[src/hdl/slfd_pkg.sv]
// Shared types and constants for the sync/length frame deframer.
// No dependencies; imported by the top level, slfd_parse and slfd_outq.
package slfd_pkg;

  // Default width of the wrapping frame and error counters.
  localparam int COUNT_WIDTH_DEF = 32;

  // Width of the counter fields carried on each result beat.
  localparam int OUT_COUNT_W = 32;

  // Output queue depth (power of two); one item can push up to two beats.
  localparam int QUEUE_DEPTH = 4;

  // Parser phase codes.
  localparam logic [1:0] PH_HUNT = 2'd0;
  localparam logic [1:0] PH_LEN  = 2'd1;
  localparam logic [1:0] PH_DATA = 2'd2;

  // Configuration register indexes.
  localparam logic [1:0] REG_SYNC_VALUE = 2'd0;
  localparam logic [1:0] REG_MIN_LENGTH = 2'd1;
  localparam logic [1:0] REG_MAX_LENGTH = 2'd2;

  // Reset values of the configuration registers.
  localparam logic [7:0] SYNC_VALUE_RST = 8'd170;
  localparam logic [7:0] MIN_LENGTH_RST = 8'd1;
  localparam logic [7:0] MAX_LENGTH_RST = 8'd255;

  // One result beat.
  typedef struct packed {
    logic [7:0]             frame_byte;
    logic                   frame_first;
    logic                   frame_last;
    logic [OUT_COUNT_W-1:0] frames_done;
    logic [OUT_COUNT_W-1:0] length_errors;
  } result_t;

  // Beats produced by one accepted byte, written to the queue together.
  typedef struct packed {
    logic [1:0] count;
    result_t    beat0;
    result_t    beat1;
  } push_t;

endpackage

[src/hdl/sync_length_frame_deframer_top.sv]
// Top level of the sync-byte, length-prefixed frame deframer.
// Depends on slfd_pkg, slfd_parse and slfd_outq.
//
// Usage:
// The in_ channel carries one received link byte per beat. The block hunts
// for the sync byte, checks the following length byte against the min and
// max registers, and on success emits two beats (the sync byte, marked
// first, and the length byte), then length+1 more beats, the last marked.
// A rejected length byte only bumps the length error counter. Each out_
// beat also carries the frame and length error counts as they stand after
// the byte that produced it.
// A byte accepted at an edge is written into the four-entry output queue at that
// edge; with the queue empty, its first result beat shows on the out_ ports right
// after that edge. One input beat is taken per cycle while in_ready is high; the
// queue absorbs the extra beat produced by the length byte.
// in_ready stays high while at least two queue entries are free, so with
// out_ready held high the block never stalls its sender.
// When the receiver stalls, the queue fills and in_ready drops; beats wait
// in order and none are lost. Reset (synchronous, active low) empties the
// queue, returns to hunting, clears both counters and loads the register
// defaults. Configuration writes take effect at the next edge.
module sync_length_frame_deframer_top #(
  parameter int COUNT_WIDTH = slfd_pkg::COUNT_WIDTH_DEF
) (
  input  logic        clk,
  input  logic        rst_n,
  input  logic        in_valid,
  output logic        in_ready,
  input  logic [7:0]  in_rx_byte,
  output logic        out_valid,
  input  logic        out_ready,
  output logic [7:0]  out_frame_byte,
  output logic        out_frame_first,
  output logic        out_frame_last,
  output logic [31:0] out_frames_done,
  output logic [31:0] out_length_errors,
  input  logic        cfg_we,
  input  logic [1:0]  cfg_index,
  input  logic [7:0]  cfg_wdata
);
  import slfd_pkg::*;

  logic [7:0] sync_value_r, sync_value_nxt;
  logic [7:0] min_length_r, min_length_nxt;
  logic [7:0] max_length_r, max_length_nxt;
  logic       in_accept;
  logic       room2;
  push_t      push;
  result_t    out_beat;

  // Configuration write decode; an unknown index is ignored.
  always_comb begin
    sync_value_nxt = sync_value_r;
    min_length_nxt = min_length_r;
    max_length_nxt = max_length_r;
    if (cfg_we) begin
      unique case (cfg_index)
        REG_SYNC_VALUE: sync_value_nxt = cfg_wdata;
        REG_MIN_LENGTH: min_length_nxt = cfg_wdata;
        REG_MAX_LENGTH: max_length_nxt = cfg_wdata;
        default: ;
      endcase
    end
  end

  always_ff @(posedge clk) begin
    if (!rst_n) begin
      sync_value_r <= SYNC_VALUE_RST;
      min_length_r <= MIN_LENGTH_RST;
      max_length_r <= MAX_LENGTH_RST;
    end else begin
      sync_value_r <= sync_value_nxt;
      min_length_r <= min_length_nxt;
      max_length_r <= max_length_nxt;
    end
  end

  // Input side is ready whenever the queue can take the worst case of two beats.
  assign in_ready  = room2;
  assign in_accept = in_valid && in_ready;

  slfd_parse #(
    .COUNT_WIDTH(COUNT_WIDTH)
  ) u_parse (
    .clk        (clk),
    .rst_n      (rst_n),
    .accept     (in_accept),
    .rx_byte    (in_rx_byte),
    .sync_value (sync_value_r),
    .min_length (min_length_r),
    .max_length (max_length_r),
    .push       (push)
  );

  slfd_outq u_outq (
    .clk       (clk),
    .rst_n     (rst_n),
    .push      (push),
    .room2     (room2),
    .out_valid (out_valid),
    .out_ready (out_ready),
    .out_beat  (out_beat)
  );

  assign out_frame_byte    = out_beat.frame_byte;
  assign out_frame_first   = out_beat.frame_first;
  assign out_frame_last    = out_beat.frame_last;
  assign out_frames_done   = out_beat.frames_done;
  assign out_length_errors = out_beat.length_errors;

endmodule

[src/hdl/slfd_parse.sv]
// Byte parser of the deframer: sync hunt, length check, frame streaming.
// Depends on slfd_pkg; produces up to two result beats per accepted byte.
module slfd_parse #(
  parameter int COUNT_WIDTH = slfd_pkg::COUNT_WIDTH_DEF
) (
  input  logic               clk,
  input  logic               rst_n,
  input  logic               accept,
  input  logic [7:0]         rx_byte,
  input  logic [7:0]         sync_value,
  input  logic [7:0]         min_length,
  input  logic [7:0]         max_length,
  output slfd_pkg::push_t    push
);
  import slfd_pkg::*;

  logic [1:0]             phase_r, phase_nxt;
  logic [8:0]             rem_r, rem_nxt;
  logic [8:0]             rem_dec;
  logic [COUNT_WIDTH-1:0] fcnt_r, fcnt_nxt;
  logic [COUNT_WIDTH-1:0] ecnt_r, ecnt_nxt;
  logic [7:0]             held_r, held_nxt;

  assign rem_dec = rem_r - 9'd1;

  always_comb begin
    phase_nxt = phase_r;
    rem_nxt   = rem_r;
    fcnt_nxt  = fcnt_r;
    ecnt_nxt  = ecnt_r;
    held_nxt  = held_r;
    push      = '0;
    if (accept) begin
      unique case (phase_r)
        PH_LEN: begin
          if ((rx_byte < min_length) || (rx_byte > max_length)) begin
            ecnt_nxt  = ecnt_r + COUNT_WIDTH'(1);
            phase_nxt = PH_HUNT;
          end else begin
            rem_nxt                 = {1'b0, rx_byte} + 9'd1;
            phase_nxt               = PH_DATA;
            push.count              = 2'd2;
            push.beat0.frame_byte   = held_r;
            push.beat0.frame_first  = 1'b1;
            push.beat1.frame_byte   = rx_byte;
          end
        end
        PH_DATA: begin
          rem_nxt               = rem_dec;
          push.count            = 2'd1;
          push.beat0.frame_byte = rx_byte;
          if (rem_dec == 9'd0) begin
            fcnt_nxt              = fcnt_r + COUNT_WIDTH'(1);
            phase_nxt             = PH_HUNT;
            push.beat0.frame_last = 1'b1;
          end
        end
        default: begin
          // Hunting; the unused phase code behaves the same way.
          phase_nxt = PH_HUNT;
          if (rx_byte == sync_value) begin
            held_nxt  = rx_byte;
            phase_nxt = PH_LEN;
          end
        end
      endcase
    end
    push.beat0.frames_done   = OUT_COUNT_W'(fcnt_nxt);
    push.beat0.length_errors = OUT_COUNT_W'(ecnt_nxt);
    push.beat1.frames_done   = OUT_COUNT_W'(fcnt_nxt);
    push.beat1.length_errors = OUT_COUNT_W'(ecnt_nxt);
  end

  always_ff @(posedge clk) begin
    if (!rst_n) begin
      phase_r <= PH_HUNT;
      rem_r   <= '0;
      fcnt_r  <= '0;
      ecnt_r  <= '0;
      held_r  <= '0;
    end else begin
      phase_r <= phase_nxt;
      rem_r   <= rem_nxt;
      fcnt_r  <= fcnt_nxt;
      ecnt_r  <= ecnt_nxt;
      held_r  <= held_nxt;
    end
  end

endmodule

[src/hdl/slfd_outq.sv]
// Small output queue of the deframer: takes up to two beats per cycle,
// hands out one beat per cycle while out_ready is high. Depends on slfd_pkg.
module slfd_outq (
  input  logic              clk,
  input  logic              rst_n,
  input  slfd_pkg::push_t   push,
  output logic              room2,
  output logic              out_valid,
  input  logic              out_ready,
  output slfd_pkg::result_t out_beat
);
  import slfd_pkg::*;

  localparam int PTR_W = $clog2(QUEUE_DEPTH);
  localparam int CNT_W = $clog2(QUEUE_DEPTH + 1);

  result_t          mem [QUEUE_DEPTH];
  logic [PTR_W-1:0] wr_ptr_r, wr_ptr_nxt;
  logic [PTR_W-1:0] rd_ptr_r, rd_ptr_nxt;
  logic [CNT_W-1:0] count_r, count_nxt;
  logic [PTR_W-1:0] wr_ptr_p1;
  logic             pop;

  assign wr_ptr_p1 = wr_ptr_r + PTR_W'(1);
  assign pop       = out_valid && out_ready;
  assign out_valid = (count_r != '0);
  assign out_beat  = mem[rd_ptr_r];
  assign room2     = (count_r <= CNT_W'(QUEUE_DEPTH - 2));

  always_comb begin
    wr_ptr_nxt = wr_ptr_r + PTR_W'(push.count);
    rd_ptr_nxt = pop ? rd_ptr_r + PTR_W'(1) : rd_ptr_r;
    count_nxt  = count_r + CNT_W'(push.count) - CNT_W'(pop);
  end

  always_ff @(posedge clk) begin
    if (push.count != 2'd0) begin
      mem[wr_ptr_r] <= push.beat0;
    end
    if (push.count == 2'd2) begin
      mem[wr_ptr_p1] <= push.beat1;
    end
  end

  always_ff @(posedge clk) begin
    if (!rst_n) begin
      wr_ptr_r <= '0;
      rd_ptr_r <= '0;
      count_r  <= '0;
    end else begin
      wr_ptr_r <= wr_ptr_nxt;
      rd_ptr_r <= rd_ptr_nxt;
      count_r  <= count_nxt;
    end
  end

endmodule

[config.mk]
export PLATFORM = sky130hd
export DESIGN_NAME = sync_length_frame_deframer_top
export DESIGN_NICKNAME = d
export VERILOG_FILES = /design/src/hdl/slfd_pkg.sv /design/src/hdl/sync_length_frame_deframer_top.sv /design/src/hdl/slfd_parse.sv /design/src/hdl/slfd_outq.sv
export SDC_FILE = /design/constraint.sdc
export NUM_CORES = 1
export LEC_CHECK = 0
export BUFFER_PORTS_ARGS = -buffer_cell sky130_fd_sc_hd__buf_2
export CELL_PAD_IN_SITES_DETAIL_PLACEMENT = 2
export CELL_PAD_IN_SITES_GLOBAL_PLACEMENT = 2
export CORE_MARGIN = 2
export CORE_UTILIZATION = 46
export DETAILED_ROUTE_END_ITERATION = 6
export GPL_ROUTABILITY_DRIVEN = 0
export GPL_TIMING_DRIVEN = 1
export PLACE_DENSITY = 0.83
export SLEW_MARGIN = 20
export SYNTH_ARGS = -nofsm -noshare
export SYNTH_HDL_FRONTEND = slang
export SYNTH_SLANG_ARGS = --single-unit
[constraint.sdc]
create_clock -name clk -period 10.54 [get_ports clk]
set_input_delay 1.054 -clock clk [delete_from_list [all_inputs] [get_ports clk]]
set_output_delay 1.054 -clock clk [all_outputs]
set_load 0.005 [all_outputs]
==> summary.md <==
| Metric | Value |
|---|---|
| Vias | `15100` |
| Antenna-violating nets left | `0` |
| Die Y | `212 um` |
| GRT overflow | `0` |
| RSZ-0062 raised after global routing | `no` |
| Pleak | `6.79 nW` |
| H-tree depth | `2` |
| Hold/Removal Path Class | `reg -> reg` |
| Critical path buffer and inverter count | `4` |
| CTS max path bufs | `3` |
| Yosys top cell area share | `43.4%` |
| Via density | `6.53` |
| Worst-path clk slew | `60 ps` |
| Synth Register Bits | `412` |
| Layout cells sized above 1 | `18.8%` |
| Syn-to-layout area delta | `12.5%` |
| Final Hold Fails | `0` |
| Setup bufs post-CTS | `0` |
| Worst Skew | `32.4 ps` |
| Initial antenna violation count | `2` |
| Crit path DAT | `5240 ps` |
| Die width | `212 um` |
| Status | `finished clean` |
| DR iter-0 viols | `1368` |
| Final setup viols | `0` |
| Synth Net Count | `1709` |
| Slew HR | `25.0%` |
| Commonest non-fill, non-tap cell in the layout | `edfxtp_1` |
| Syn avg cell area | `12.0 sq um` |
| Area of the multi-input gates | `8200 sq um` |
| Slowest cell on crit path | `buf_4` |
| EDFF count, synth | `288` |
| Ys flop type | `edfxtp_1` |
| CTS tree | `yes` |
| Placeable Area | `42900 sq um` |
| YS warnings | `0` |
| Setup TNS | `0 ps` |
| Yosys cell types | `69` |
| Fin util | `52.3%` |
| Delay-heaviest family, CP | `buffers and inverters` |
| Max-capacitance violation count | `0` |
| Max Freq | `0.199 GHz` |
| First-pass GRT wire length | `106000 um` |
| Ant. Diodes | `0` |
| Pre-Repair DR Iteration Count | `5` |
| Root buffer cell | `clkbuf_16` |
| NumNets Final | `1735` |
| Resized cells post-CTS | `0` |
| Max stage delay on crit path | `790 ps` |
| Comb pwr share | `15.5%` |
| Sequential Area | `11100 sq um` |
| Mapped Cells | `1659` |
| Most frequent cells in the layout | `288 x edfxtp_1, 180 x a21oi_1, 122 x dfxtp_1` |
| Worst-Skew Late Latency | `600 ps` |
| Worst Max-Slew Pin Slew | `1120 ps` |
| Core Rows | `76` |
| Vias in the first global route | `16600` |
| Post-synth top area cell | `edfxtp_1` |
| CTS buffer count | `44` |
| CP Max Fanout | `58` |
| Synthesized area | `19900 sq um` |
| Post-place setup slack | `5020 ps` |
| Largest net degree at the start of global routing | `74` |
| CTS Sinks | `412` |
| Critical Path Most Common Cell | `buf_4` |
| Port Buffers | `98` |
| Power share of the sequential group | `44.1%` |
| Register area share after synthesis | `55.8%` |
| Tmin final | `5020 ps` |
| Die area | `45000 sq um` |
| Io pins | `99` |
| Crit share post-route | `47.7%` |
| Sw Ratio | `25.4%` |
| Final slew viol count | `0` |
| Tot Pwr | `4.03 mW` |
| Gr usage total | `31.5%` |
| Ranking of synthesized cells by area | `edfxtp_1 43%, dfxtp_1 12%, mux4_2 8.4%, a21oi_1 4.5%, a22oi_1 3.8%` |
| P_int | `3.01 mW` |
| DPL Wire Length | `40200 um` |
| Peak supply drop | `0.110 mV` |
| Initial Util | `46.5%` |
| WS Path Type | `in -> reg` |
| Critical path required time | `10750 ps` |
| Setup slack after layout | `5520 ps` |
| Startpoint types | `input pin` |
| FFs w/ async S/R, synth | `0%` |
| CTS hold repair buffers | `0` |
| Drt total wl | `69500 um` |
| CP cell instances | `buf_2, ha_1, nor2b_1, o21ai_0, nand4bb_1, a2111oi_4, buf_4, o221ai_4, clkinv_2, buf_4` |
| CP endpoint kind | `flip-flop` |
| Post-route DRC | `0` |
| Switching power of the nets | `1.02 mW` |
| Per-cell routed wire length | `30.2 um` |
| Fillers | `4025` |
| Pwr per Cell Area | `180 nW/um^2` |
| Clock power share | `40.4%` |
==> worst min-delay path: cells and delay by family, from the launching register on <==
family | cells | cell delay, ps
and+or+nand+nor | 1 | 60
muxes | 1 | 70
DFF | 1 | 320
==> final timing paths <==
kind / startpoint / end / cells past startpoint / slack [ps]
worst max-delay path: in_rx_byte[1] / u_outq.mem[1][37] / 10 / 5520
worst min-delay path: min_length_r[0] / min_length_r[0] / 2 / 480
worst max register to register: max_length_r[1] / u_outq.mem[1][37] / 10 / 5910
worst min register to register: min_length_r[0] / min_length_r[0] / 2 / 480
==> power groups by stage <==
stage / Clock [mW] / Combinational (mW) / Sequential (mW)
after floorplan: 0 / 0.417 / 1.76
after global placement: 0 / 0.625 / 1.82
after detailed placement: 0 / 0.634 / 1.82
after CTS: 1.65 / 0.641 / 1.78
after global routing: 1.71 / 0.680 / 1.78
final: 1.63 / 0.627 / 1.78
==> logic make-up (layout without fill, tap and decap cells) <==
family	after synthesis	after routing	share of synthesized area, %
simple gates	449	449	12.8
compound gates	432	432	14.0
flops	412	412	55.8
buf+inv	187	249	3.73
mux	103	103	9.82
xor+xnor	49	49	2.15
fa+ha+maj	27	27	1.73
==> routing by layer <==
layer / wire length, um / global-route usage, %
met3: 3570 / 4.93
met2: 36100 / 55.3
met5: 0 / 0
met4: 2210 / 11.9
met1: 27700 / 39.2
==> Yosys cell counts (all sizes together), types with 2 or more instances <==
cell	n
and4	8
and2	13
nand4b	2
xor2	12
and3b	2
nor3b	3
o2bb2ai	28
nor4	41
and3	26
nand3b	3
xnor2	37
nand2b	7
a211oi	26
ha	26
nor2b	4
nand4	35
o21bai	2
mux2i	29
dfxtp	124
a211o	2
buf	41
a31oi	6
nor3	12
o211ai	10
or2	3
a22oi	101
a2111oi	2
o31ai	15
or3	20
inv	41
nand3	55
clkbuf	105
o32ai	3
edfxtp	288
nor2	120
a32o	3
or4	17
o21ai	31
nand2	75
a21oi	182
o41ai	2
o22ai	7
mux4	74
a21o	4
==> through the flow <==
stage | hold slack, ps | instances | area, sq um
global route | 512 | 2306 | 22400
CTS | 477 | 2306 | 22400
detailed placement | 461 | 2224 | 20900
global placement | 446 | 2224 | 20900
finish | 476 | 2306 | 22400
floorplan | 431 | 1659 | 19900
==> registers in the layout (all words and copies together) (netlist names), named ones only <==
name / cells
u_parse.held_r: 8
u_outq.count_r: 3
u_outq.wr_ptr_r: 2
max_length_r: 8
u_outq.mem: 296
u_outq.rd_ptr_r: 2
u_parse.ecnt_r: 32
u_parse.rem_r: 9
u_parse.fcnt_r: 32
u_parse.phase_r: 2
sync_value_r: 8
min_length_r: 8
==> cell type report <==
class,count,area share [%]
Clock buffer,68,6.14
Timing Repair Buffer,126,3.12
Sequential cell,412,49.7
Tap cell,585,3.26
Clock inverter,14,0.580
Multi-Input combinational cell,1060,36.5
Inverter,41,0.697
(Power assumes the default switching activity.)
